[src/rtl/fapl_ram.sv]
// ----------------------------------------------------------------------------
// fapl_ram
// generic simple dual port ram, one write and one registered read port
// ----------------------------------------------------------------------------
`default_nettype none

module fapl_ram #(
    parameter int WIDTH = 8,
    parameter int DEPTH = 256
) (
    input  wire logic                     i_clk,
    input  wire logic                     i_wr_en,
    input  wire logic [$clog2(DEPTH)-1:0] i_wr_addr,
    input  wire logic [WIDTH-1:0]         i_wr_data,
    input  wire logic                     i_rd_en,
    input  wire logic [$clog2(DEPTH)-1:0] i_rd_addr,
    output logic      [WIDTH-1:0]         o_rd_data
);

    logic [WIDTH-1:0] r_mem [DEPTH];

    always_ff @(posedge i_clk) begin
        if (i_wr_en) begin
            r_mem[i_wr_addr] <= i_wr_data;
        end
        if (i_rd_en) begin
            o_rd_data <= r_mem[i_rd_addr];
        end
    end

endmodule

`default_nettype wire

[config.mk]
export PLATFORM = sky130hd
export DESIGN_NAME = fapl_ram
export DESIGN_NICKNAME = d
export VERILOG_FILES = /design/src/rtl/fapl_ram.sv
export SDC_FILE = /design/constraint.sdc
export NUM_CORES = 2
export LEC_CHECK = 0
export BUFFER_PORTS_ARGS = -buffer_cell sky130_fd_sc_hd__buf_2
export CORE_ASPECT_RATIO = 0.8
export CORE_MARGIN = 8
export CORE_UTILIZATION = 55
export DETAILED_ROUTE_END_ITERATION = 8
export MAX_ROUTING_LAYER = met4
export PLACE_DENSITY = 0.81
export SYNTH_ARGS = -nofsm -noshare
export SYNTH_HDL_FRONTEND = slang
export SYNTH_SLANG_ARGS = --single-unit
[constraint.sdc]
create_clock -name i_clk -period 8.2 [get_ports i_clk]
set_input_delay 1.64 -clock i_clk [delete_from_list [all_inputs] [get_ports i_clk]]
set_output_delay 1.64 -clock i_clk [all_outputs]
set_load 0.02 [all_outputs]
==> flow_results.xml <==
<?xml version="1.0" encoding="UTF-8"?>
<metrics>
  <group name="clock_tree">
    <metric name="clock_insertion_delay_worst_skew" unit="ns">0.83</metric>
    <metric name="ctsLongestPathBuffers" unit="">3</metric>
    <metric name="cts_root_buffer" unit="">clkbuf_16</metric>
    <metric name="clk_pin_slew_worst_paths" unit="ns">0.07</metric>
    <metric name="cts_inserted_buffers" unit="">177</metric>
    <metric name="post_cts_resized" unit="">0</metric>
    <metric name="cts_h_tree_depth" unit="">4</metric>
    <metric name="tritoncts" unit="">yes</metric>
    <metric name="postCtsHoldBufs" unit="">0</metric>
    <metric name="postCtsSetupBuffers" unit="">0</metric>
    <metric name="cts.sink_count" unit="">2056</metric>
  </group>
  <group name="detailed_routing">
    <metric name="totalWireLength" unit="um">198000</metric>
    <metric name="num_vias" unit="">40600</metric>
    <metric name="detail_route.iter0.violations" unit="">7017</metric>
    <metric name="antenna_left" unit="">0</metric>
    <metric name="routed_via_density" unit="">6.95</metric>
    <metric name="remaining_drc_errors" unit="">0</metric>
    <metric name="detailedRoute.firstPassIterationCount" unit="">6</metric>
    <metric name="avgRoutedWirePerCell" unit="um">33.9</metric>
  </group>
  <group name="power_and_ir_drop">
    <metric name="sw_frac_of_total" unit="%">21.4</metric>
    <metric name="design_power_total" unit="W">0.0208</metric>
    <metric name="total_switching_power" unit="W">0.00447</metric>
    <metric name="cell_internal_pwr" unit="W">0.0164</metric>
    <metric name="power.leakage" unit="nW">26.5</metric>
    <metric name="clock_power_share" unit="%">39.4</metric>
    <metric name="peakVddDrop" unit="mV">0.205</metric>
    <metric name="combinationalPowerShare" unit="%">4.9</metric>
    <metric name="register_share_of_total_power" unit="%">55.7</metric>
    <metric name="p_per_area" unit="mW/mm^2">239</metric>
  </group>
  <group name="global_route">
    <metric name="antenna_found_initial" unit="">13</metric>
    <metric name="first_global_vias" unit="">39900</metric>
    <metric name="global_route_wire_length_before_repair" unit="um">284000</metric>
    <metric name="globalRouteTotalUtil" unit="%">25.7</metric>
    <metric name="globalRoute.totalOverflow" unit="">0</metric>
    <metric name="grt_max_degree" unit="">168</metric>
  </group>
  <group name="timing">
    <metric name="final_worst_path_period_need" unit="ns">5.51</metric>
    <metric name="report.final.setup_viol" unit="">0</metric>
    <metric name="unrepaired_setup_endpoints_after_global_routing" unit="">false</metric>
    <metric name="slew_headroom" unit="%">-6.73</metric>
    <metric name="sum_of_negative_setup_slack" unit="ns">0</metric>
    <metric name="tightest_slew" unit="ns">1.59</metric>
    <metric name="achievable-frequency" unit="MHz">181</metric>
    <metric name="timing_max_transition_violations_final" unit="">4</metric>
    <metric name="period_share" unit="%">67.2</metric>
    <metric name="fin_clk_skew" unit="ns">0.0284</metric>
    <metric name="report.final.hold_viol_count" unit="">0</metric>
  </group>
  <group name="placed_design">
    <metric name="post-dp-hpwl" unit="um">113000</metric>
    <metric name="placement.cell_area" unit="sq mm">0.0816</metric>
    <metric name="place_congestion" unit="">0.897</metric>
    <metric name="io_buffer_count" unit="">34</metric>
  </group>
  <group name="layout">
    <metric name="fin_util" unit="%">60.3</metric>
    <metric name="num-fill-cells" unit="">9506</metric>
    <metric name="multiInputGateArea" unit="sq mm">0.0165</metric>
    <metric name="area.sequential" unit="sq mm">0.0617</metric>
    <metric name="synthToLayoutAreaGrowth" unit="%">9.42</metric>
    <metric name="layout_commonest_cell" unit="">edfxtp_1</metric>
    <metric name="layout.cell_area.non_filler" unit="sq mm">0.0871</metric>
    <metric name="share_of_cells_above_drive_strength_1" unit="%">20.8</metric>
    <metric name="fin_nets" unit="">3809</metric>
    <metric name="most-common-layout-cells" unit="">2056 x edfxtp_1, 454 x mux4_2, 279 x nor2_1, 183 x clkbuf_16, 134 x mux2i_1</metric>
  </group>
  <group name="floorplanning">
    <metric name="design.core.area" unit="sq mm">0.145</metric>
    <metric name="placementRows" unit="">125</metric>
    <metric name="dieArea" unit="sq mm">0.157</metric>
    <metric name="floorplan.io_pins" unit="">35</metric>
    <metric name="floorplan.initialDensity" unit="%">55.1</metric>
    <metric name="floorplan.die.height" unit="um">356</metric>
    <metric name="die_w" unit="um">441</metric>
  </group>
  <group name="yosys">
    <metric name="synth-async-reset-ratio" unit="%">0</metric>
    <metric name="ys_top_cells_by_area" unit="">edfxtp_1 78%, mux4_2 13%, mux2i_1 1.7%</metric>
    <metric name="synth.net_count" unit="">3760</metric>
    <metric name="synth_area" unit="sq mm">0.0796</metric>
    <metric name="post_synthesis_sequential_element_count" unit="">2056</metric>
    <metric name="number_of_enable_flip_flop_cells_after_synthesis" unit="">2056</metric>
    <metric name="synth_seq_area_share" unit="%">77.5</metric>
    <metric name="post_synth_num_cell_types" unit="">54</metric>
    <metric name="ys.flop_type" unit="">edfxtp_1</metric>
    <metric name="cell_accounting_for_the_most_synthesized_area" unit="">edfxtp_1</metric>
    <metric name="yosys_top_cell_area_share" unit="%">77.5</metric>
    <metric name="synth.yosys.warnings" unit="">0</metric>
    <metric name="synth_cells" unit="">3733</metric>
    <metric name="post_synth.cell_area_avg" unit="sq um">21.3</metric>
  </group>
  <group name="setup_path">
    <metric name="cp_data_arrival_time" unit="ns">6.01</metric>
    <metric name="worst-path-max-fanout" unit="">62</metric>
    <metric name="worst_ep_required_time" unit="ns">8.70</metric>
    <metric name="timing.critical_path.from_type" unit="">primary input</metric>
    <metric name="end_kind" unit="">flop</metric>
    <metric name="worst-setup-path-type" unit="">primary input to flop</metric>
  </group>
  <group name="job">
    <metric name="max_cap_violations" unit="">2</metric>
  </group>
  <group name="min_path">
    <metric name="hold_class" unit="">flop to flop</metric>
  </group>
  <group name="status">
    <metric name="violations_in_the_final_reports" unit="">capacitance limit, slew limit</metric>
    <metric name="outcome" unit="">finished, violations left</metric>
  </group>
</metrics>
logic make-up (layout without fill, tap and decap cells):
group                  after synthesis  count (layout)  synth area share (%)
AOI/OAI and AO/OA                  385             385                  3.42
buffers and inverters              235             424                  1.83
DFF                               2056            2056                  77.5
muxes                              591             591                  14.6
other                                0              10                     0
and+or+nand+nor                    466             466                  2.63
worst max-delay path, stage by stage:
cell and delay (ns):
buf_8 0.60, buf_12 0.40, buf_12 0.31, mux4_2 0.54, a22o_1 0.27, a221oi_1 0.60
o32ai_1 0.30, nor3_1 1.01, nor4_1 0.15
synthesized netlist by cell type (all sizes together) (12+ instances only):
cell    instances
a211oi         16
a21oi          96
a221oi         14
a22oi         133
buf           122
clkbuf        111
edfxtp       2056
mux2i         134
mux4          456
nand2          33
nand3          34
nor2          282
nor2b          31
nor3           22
nor4           27
o21ai          12
o221ai         47
o22ai          28
power by group through the flow:
stage / Combinational [W] / Sequential [W] / Clock (W)
finish: 0.00102 / 0.0116 / 0.00821
global placement: 0.000961 / 0.0118 / 0
CTS: 0.00100 / 0.0116 / 0.00821
global route: 0.00105 / 0.0116 / 0.00857
detailed placement: 0.000990 / 0.0118 / 0
floorplan: 0.000563 / 0.0118 / 0
path summary, 6_finish.rpt:
check	startpoint	endpoint	slack (ns)	depth (start not counted)
min reg2reg	r_mem[48][2]	o_rd_data[2]	1.09	5
max reg2reg	r_mem[82][3]	o_rd_data[3]	4.56	6
max	i_rd_addr[0]	o_rd_data[5]	2.69	9
min	r_mem[48][2]	o_rd_data[2]	1.09	5
sequential cells by signal (all words and copies together) (netlist names):
register / count
o_rd_data: 8
r_mem: 2048
routing by layer:
layer  vias to the layer above  share of wire (%)  GRT usage (%)
met2                      3350                 46           37.5
met3                       499                 13           6.38
li1                      15800                  -              -
met1                     21000                 36           35.3
met5                         -                  0              -
met4                         0                4.4           10.2
area by class of cell:
cell class	count	area share, %
Tap cell	1905	2.74
Timing Repair Buffer	103	1.07
Clock buffer	229	5.45
Sequential cell	2056	70.9
Antenna cell	10	0.0287
Clock inverter	90	0.887
Multi-Input combinational cell	1442	19.0
Inverter	2	0.00862
through the flow:
stage	setup WS (ns)	cells	hold WS, ns
floorplan	4.48	3733	0.864
global placement	2.00	5504	1.08
detailed placement	2.05	5507	1.09
CTS	2.83	5826	1.11
global route	2.62	5834	1.17
finish	2.69	5837	1.09
Power figures use the tool's default switching activity.
