`src/rtl/fapl_pkg.sv`:
```
// ----------------------------------------------------------------------------
// fapl_pkg
// shared types, codes and widths of the frame address pair learning table
// ----------------------------------------------------------------------------
`default_nettype none

package fapl_pkg;

    localparam int TABLE_DEPTH_DEF = 256;

    localparam int CMD_W    = 2;
    localparam int FTYPE_W  = 2;
    localparam int MAC_W    = 48;
    localparam int CHAN_W   = 8;
    localparam int RIDX_W   = 8;
    localparam int STATUS_W = 3;
    localparam int COUNT_W  = 9;

    localparam logic [CMD_W-1:0] CMD_OBSERVE = 2'd0;
    localparam logic [CMD_W-1:0] CMD_CLEAR   = 2'd1;
    localparam logic [CMD_W-1:0] CMD_READ    = 2'd2;

    localparam logic [FTYPE_W-1:0] FT_OTHER = 2'd3;

    typedef enum logic [STATUS_W-1:0] {
        STS_ADDED   = 3'd0,
        STS_PRESENT = 3'd1,
        STS_FULL    = 3'd2,
        STS_IGNORED = 3'd3,
        STS_CLEARED = 3'd4,
        STS_READ_OK = 3'd5,
        STS_RANGE   = 3'd6
    } t_status;

    typedef enum logic [1:0] {
        ST_IDLE,
        ST_SEARCH,
        ST_READ,
        ST_FINISH
    } t_state;

    typedef struct packed {
        logic [MAC_W-1:0]  src;
        logic [MAC_W-1:0]  dst;
        logic [CHAN_W-1:0] chan;
    } t_entry;

    localparam int ENTRY_W = $bits(t_entry);

    typedef struct packed {
        logic [CMD_W-1:0]   cmd;
        logic [FTYPE_W-1:0] ftype;
        t_entry             key;
        logic [RIDX_W-1:0]  read_index;
    } t_item;

    typedef struct packed {
        t_status            status;
        logic [COUNT_W-1:0] count;
        t_entry             entry;
    } t_res;

endpackage

`default_nettype wire

```
`src/rtl/fapl_seq.sv`:
```
// ----------------------------------------------------------------------------
// fapl_seq
// command sequencer with the shared entry compare unit and the fill count
// ----------------------------------------------------------------------------
`default_nettype none

module fapl_seq #(
    parameter int DEPTH = fapl_pkg::TABLE_DEPTH_DEF,
    parameter int AW    = $clog2(DEPTH),
    parameter int CW    = $clog2(DEPTH + 1)
) (
    input  wire logic                  i_clk,
    input  wire logic                  i_rst_n,
    input  wire logic                  i_start,
    input  wire fapl_pkg::t_item       i_item,
    input  wire logic                  i_take,
    output logic                       o_busy,
    output logic                       o_res_valid,
    output fapl_pkg::t_res             o_res,
    output logic                       o_wr_en,
    output logic [AW-1:0]              o_wr_addr,
    output fapl_pkg::t_entry           o_wr_data,
    output logic                       o_rd_en,
    output logic [AW-1:0]              o_rd_addr,
    input  wire fapl_pkg::t_entry      i_rd_data
);

    localparam int IW = (CW > fapl_pkg::RIDX_W) ? CW : fapl_pkg::RIDX_W;
    localparam logic [CW-1:0] DEPTH_C = CW'(DEPTH);

    fapl_pkg::t_state r_state, n_state;
    fapl_pkg::t_entry r_key,   n_key;
    fapl_pkg::t_res   r_res,   n_res;
    logic [CW-1:0]    r_count, n_count;
    logic [CW-1:0]    r_scan,  n_scan;
    logic             r_pend,  n_pend;

    logic          issue;
    logic          match;
    logic          in_range;
    logic [IW-1:0] idx_w;
    logic [CW-1:0] count_inc;

    assign issue     = (r_state == fapl_pkg::ST_SEARCH) && (r_scan < r_count);
    assign match     = r_pend && (i_rd_data == r_key);
    assign idx_w     = IW'(i_item.read_index);
    assign in_range  = idx_w < IW'(r_count);
    assign count_inc = r_count + CW'(1);

    // next state
    always_comb begin
        n_state = r_state;
        case (r_state)
            fapl_pkg::ST_IDLE: begin
                if (i_start) begin
                    n_state = fapl_pkg::ST_FINISH;
                    case (i_item.cmd)
                        fapl_pkg::CMD_OBSERVE: begin
                            if (i_item.ftype != fapl_pkg::FT_OTHER && r_count != '0) begin
                                n_state = fapl_pkg::ST_SEARCH;
                            end
                        end
                        fapl_pkg::CMD_READ: begin
                            if (in_range) begin
                                n_state = fapl_pkg::ST_READ;
                            end
                        end
                        default: n_state = fapl_pkg::ST_FINISH;
                    endcase
                end
            end
            fapl_pkg::ST_SEARCH: begin
                if (match || !issue) begin
                    n_state = fapl_pkg::ST_FINISH;
                end
            end
            fapl_pkg::ST_READ:   n_state = fapl_pkg::ST_FINISH;
            fapl_pkg::ST_FINISH: begin
                if (i_take) begin
                    n_state = fapl_pkg::ST_IDLE;
                end
            end
            default: n_state = fapl_pkg::ST_IDLE;
        endcase
    end

    // datapath and ram control
    always_comb begin
        n_key     = r_key;
        n_res     = r_res;
        n_count   = r_count;
        n_scan    = r_scan;
        n_pend    = 1'b0;
        o_wr_en   = 1'b0;
        o_wr_addr = r_count[AW-1:0];
        o_wr_data = r_key;
        o_rd_en   = 1'b0;
        o_rd_addr = r_scan[AW-1:0];
        case (r_state)
            fapl_pkg::ST_IDLE: begin
                if (i_start) begin
                    n_key        = i_item.key;
                    n_scan       = '0;
                    n_res.entry  = '0;
                    n_res.count  = fapl_pkg::COUNT_W'(r_count);
                    n_res.status = fapl_pkg::STS_IGNORED;
                    case (i_item.cmd)
                        fapl_pkg::CMD_OBSERVE: begin
                            // empty table: append straight away
                            if (i_item.ftype != fapl_pkg::FT_OTHER && r_count == '0) begin
                                o_wr_en      = 1'b1;
                                o_wr_addr    = '0;
                                o_wr_data    = i_item.key;
                                n_count      = CW'(1);
                                n_res.count  = fapl_pkg::COUNT_W'(1);
                                n_res.status = fapl_pkg::STS_ADDED;
                            end
                        end
                        fapl_pkg::CMD_CLEAR: begin
                            n_count      = '0;
                            n_res.count  = '0;
                            n_res.status = fapl_pkg::STS_CLEARED;
                        end
                        fapl_pkg::CMD_READ: begin
                            if (in_range) begin
                                o_rd_en   = 1'b1;
                                o_rd_addr = idx_w[AW-1:0];
                            end else begin
                                n_res.status = fapl_pkg::STS_RANGE;
                            end
                        end
                        default: n_res.status = fapl_pkg::STS_IGNORED;
                    endcase
                end
            end
            fapl_pkg::ST_SEARCH: begin
                // issue one entry a cycle, compare the one read last cycle
                o_rd_en = issue;
                n_pend  = issue;
                if (issue) begin
                    n_scan = r_scan + CW'(1);
                end
                if (match) begin
                    n_res.status = fapl_pkg::STS_PRESENT;
                end else if (!issue) begin
                    if (r_count < DEPTH_C) begin
                        o_wr_en      = 1'b1;
                        n_count      = count_inc;
                        n_res.count  = fapl_pkg::COUNT_W'(count_inc);
                        n_res.status = fapl_pkg::STS_ADDED;
                    end else begin
                        n_res.status = fapl_pkg::STS_FULL;
                    end
                end
            end
            fapl_pkg::ST_READ: begin
                n_res.entry  = i_rd_data;
                n_res.status = fapl_pkg::STS_READ_OK;
            end
            default: begin
                n_pend = 1'b0;
            end
        endcase
    end

    always_ff @(posedge i_clk) begin
        if (!i_rst_n) begin
            r_state <= fapl_pkg::ST_IDLE;
            r_count <= '0;
            r_pend  <= 1'b0;
        end else begin
            r_state <= n_state;
            r_count <= n_count;
            r_pend  <= n_pend;
        end
    end

    always_ff @(posedge i_clk) begin
        r_key  <= n_key;
        r_res  <= n_res;
        r_scan <= n_scan;
    end

    assign o_busy      = (r_state != fapl_pkg::ST_IDLE);
    assign o_res_valid = (r_state == fapl_pkg::ST_FINISH);
    assign o_res       = r_res;

    a_count_bound: assert property (@(posedge i_clk) disable iff (!i_rst_n)
        r_count <= DEPTH_C)
        else $error("fill count beyond table depth");

    a_write_room: assert property (@(posedge i_clk) disable iff (!i_rst_n)
        o_wr_en |-> (r_count < DEPTH_C))
        else $error("append into a full table");

    a_count_origin: assert property (@(posedge i_clk) disable iff (!i_rst_n)
        ($past(i_rst_n) && r_count != $past(r_count)) |->
            ($past(r_state) == fapl_pkg::ST_IDLE || $past(r_state) == fapl_pkg::ST_SEARCH))
        else $error("fill count changed outside idle or search");

    a_pend_read: assert property (@(posedge i_clk) disable iff (!i_rst_n)
        ($past(i_rst_n) && r_pend) |-> $past(o_rd_en && r_state == fapl_pkg::ST_SEARCH))
        else $error("compare without an issued search read");

endmodule

`default_nettype wire
```
`config.mk`:
```
export PLATFORM = sky130hd
export DESIGN_NAME = fapl_seq
export DESIGN_NICKNAME = d
export VERILOG_FILES = /design/src/rtl/fapl_pkg.sv /design/src/rtl/fapl_seq.sv
export SDC_FILE = /design/constraint.sdc
export NUM_CORES = 1
export LEC_CHECK = 0
export ABC_AREA = 1
export BUFFER_PORTS_ARGS = -buffer_cell sky130_fd_sc_hd__buf_2
export CORE_AREA = 3 3 180 182
export CTS_BUF_LIST = sky130_fd_sc_hd__clkbuf_8 sky130_fd_sc_hd__clkbuf_16
export DETAILED_ROUTE_END_ITERATION = 7
export DIE_AREA = 0 0 183 185
export HOLD_SLACK_MARGIN = 0.15
export PLACE_DENSITY = 0.76
export SYNTH_ARGS = -nofsm -noshare
export SYNTH_HDL_FRONTEND = slang
export SYNTH_SLANG_ARGS = --single-unit
export TNS_END_PERCENT = 10
```
`constraint.sdc`:
```
create_clock -name i_clk -period 14.5 [get_ports i_clk]
set_input_delay 2.175 -clock i_clk [delete_from_list [all_inputs] [get_ports i_clk]]
set_output_delay 2.175 -clock i_clk [all_outputs]
set_load 0.1 [all_outputs]
```
==> impl_metrics.py <==
metrics = {
    "run_status": {
        "status": "finished, final reports clean",
    },
    "floorplanning": {
        "io_pins": 464,
        "initial_utilization": 0.4506,
        "dieArea_mm2": 0.03386,
        "core_mm2": 0.03075,
        "die_width_um": 183,
        "rows": 64,
        "die_h_um": 185,
    },
    "global_routing": {
        "grt_overflow_total": 0,
        "grt_util_all_layers": 0.2792,
        "grt_pass1_vias": 12070,
        "grt_pass1_wl_um": 71860,
        "grt_max_degree": 69,
        "antenna_found_initial": 3,
    },
    "layout": {
        "synthToLayoutAreaGrowth_pct": 25.66,
        "nNetsFinal": 2316,
        "final_common_cell": "nand2_1",
        "fin_area_mm2": 0.01741,
        "final_cell_mix": "524 x nand2_1, 463 x buf_2, 354 x inv_1",
        "drive_gt1_frac": 0.2981,
    },
    "critical_path": {
        "crit_path_cell_trace": "buf_2 -> nand2_1 -> inv_4 -> nand3_4 -> buf_4 -> mux2_2 -> buf_2",
        "cp-end-kind": "primary output",
        "crit_path_start_kind": "input pin",
        "cpMaxStageDelayCell": "nand3_4",
        "cp_slowest_stage_delay_ns": 0.73,
        "cp.buffers_inverters": 4,
        "crit_top_cell": "buf_2",
        "worstSetupPathType": "in -> out",
        "r2r_start": "r_count[4]",
        "startpoint": "i_start",
        "crit_family": "buffers and inverters",
        "critPathMaxFanout": 68,
        "required_ns": 12.32,
        "worst_ep_arrival_time_ns": 5.29,
    },
    "logic_synthesis": {
        "synth_fp_nets": 1855,
        "ys_types": 35,
        "synth_edf_count": 229,
        "synthFlopType": "edfxtp_1",
        "synth_cells": 1609,
        "netlist_area_mm2": 0.01385,
        "synth.avg_cell_area_um2": 8.611,
        "synth_async_sr_flop_share": 0,
        "synth_seq_area_share": 0.5137,
        "yosys_warnings": 0,
        "ys_seq_elements": 241,
    },
    "power_and_ir_drop": {
        "ir_drop_mv": 0.2693,
        "power_leakage_uw": 0.009377,
        "power.density_mw_per_mm2": 262.8,
    },
    "timing": {
        "finClkSkew_ns": 0.02354,
        "hold_violations": 0,
        "relSlewSlack": 0.3594,
        "finalCritPeriodShare": 0.5151,
        "fmax_ghz": 0.1339,
        "rsz0062_at_grt": "no",
        "worst_pin_slew_ns": 0.9609,
        "tns_ns": 0,
        "fin_crit_ns": 7.469,
        "setup_viol": 0,
        "maxSlewViolCount": 0,
    },
    "run": {
        "max-cap-violations": 0,
    },
    "clock_tree": {
        "cts_resized": 0,
        "post_cts_buffers": 0,
        "cts_root_buf": "clkbuf_16",
        "cts_max_path_buffers": 3,
        "cts_max_level": 1,
        "clock-sinks": 241,
        "holdBufCountCts": 0,
        "cts_tree": "done",
        "path_clk_slew_ns": 0.06,
        "cts_buffers": 28,
        "insertion_delay_ns": 0.55,
    },
    "routing": {
        "drtAntennaViolNets": 0,
        "vias_per_cell": 5.020,
        "drt_first_iter_violations": 1043,
        "vias": 12490,
        "drc": 0,
        "drt-total-wl_um": 49160,
        "dr.pass1.iters": 5,
        "post_drt_wl_per_cell_um": 19.76,
    },
    "placed_design": {
        "hpwl_um": 39550,
        "dpl_cell_area_mm2": 0.01655,
        "port_buffers": 463,
        "place_congestion": 0.9425,
    },
    "hold_path": {
        "hp-start": "r_state[1]",
        "hold_class": "reg -> reg",
    },
}
## area by class of cell
cell class / instances / area [µm²]
inverter: 351 / 1320
fill: 2740 / 13340
timing repair buffer: 467 / 2347
tap: 396 / 495.5
sequential: 241 / 7117
antenna: 2 / 5.005
clock buffer: 31 / 753.2
clock inverter: 19 / 100.1
multi-input combinational: 981 / 5271
## where the power goes
group          leakage [µW]  internal, µW  switching (µW)
sequential          0.00231          1080             136
combinational       0.00662           420            2290
clock              0.000443           371             280
## cell families (layout without fill, tap and decap cells)
kind of cell,count (synthesis),after routing,share of synthesized area
simple gates,745,745,0.2143
buf+inv,387,868,0.1078
flops,241,241,0.5137
mux,105,105,0.09266
compound gates,73,73,0.02890
xor+xnor,36,36,0.02276
fa+ha+maj,22,22,0.01987
other cells,0,2,0
## synth_stat cells, types with 2 or more instances
master	n	area [µm²]
nand2_1	525	1971
inv_1	349	1310
edfxtp_1	229	6877
nor2_1	149	559.3
mux2_2	78	878.3
o21ai_0	40	200.2
nand4_1	34	212.7
xnor2_1	32	280.3
mux2_4	27	405.4
a21oi_1	23	115.1
ha_1	22	275.3
clkbuf_1	20	75.07
nand3_1	16	80.08
dfxtp_1	12	240.2
buf_2	9	45.04
and2_1	7	43.79
nor3_1	5	25.02
buf_6	4	45.04
xor2_1	4	35.03
buf_1	3	11.26
o31ai_1	3	22.52
inv_2	2	7.510
nand3b_1	2	15.01
nor2_2	2	12.51
o211ai_1	2	15.01
## sequential cells by signal, indices dropped and copies added, names as in the netlist
signal and count:
r_state 2, r_pend 1, r_scan 9, o_res 116, r_key 104, r_count 9
## layer usage
layer  part of all wire  vias to the layer above  GRT usage  wire [µm]
met5            0.00053                        -          0         26
met4              0.035                        4    0.08592       1697
met3              0.082                       96    0.04635       4033
met2               0.49                      672     0.4965      24100
met1               0.39                     5762     0.3504      19300
li1                   -                     5956          -          -
## worst reg2reg max path: cells and delay by family (launching register included)
family                   cells  cell delay (ns)
flip-flops                   1             0.46
buffers and inverters        2             0.57
adder cells (fa/ha/maj)      1             0.35
AND/OR/NAND/NOR              6             1.26
AO/OA/AOI/OAI                1             0.13
## through the flow
step / setup slack, ns / utilization / instances / hold WS (ns) / power [µW]
6_report: 7.031 / 0.5662 / 2488 / 0.6483 / 4574
2_1_floorplan: 5.601 / - / 1609 / 0.5525 / 3434
5_1_grt: 6.853 / 0.5661 / 2487 / 0.6846 / 4764
4_1_cts: 7.035 / 0.5660 / 2486 / 0.6486 / 4591
3_3_place_gp: 7.153 / 0.5382 / 2436 / 0.6112 / 3899
3_5_place_dp: 7.028 / 0.5382 / 2436 / 0.6327 / 3931
## path summary, 6_finish.rpt
kind	end	slack, ns	cells past startpoint
worst max register to register	o_res[105]	11.36	10
worst min-delay path	r_state[1]	0.65	4
worst max-delay path	o_wr_data[23]	7.03	7
worst min register to register	r_state[1]	0.65	4
Note: power is estimated with default switching activity, not from simulation.
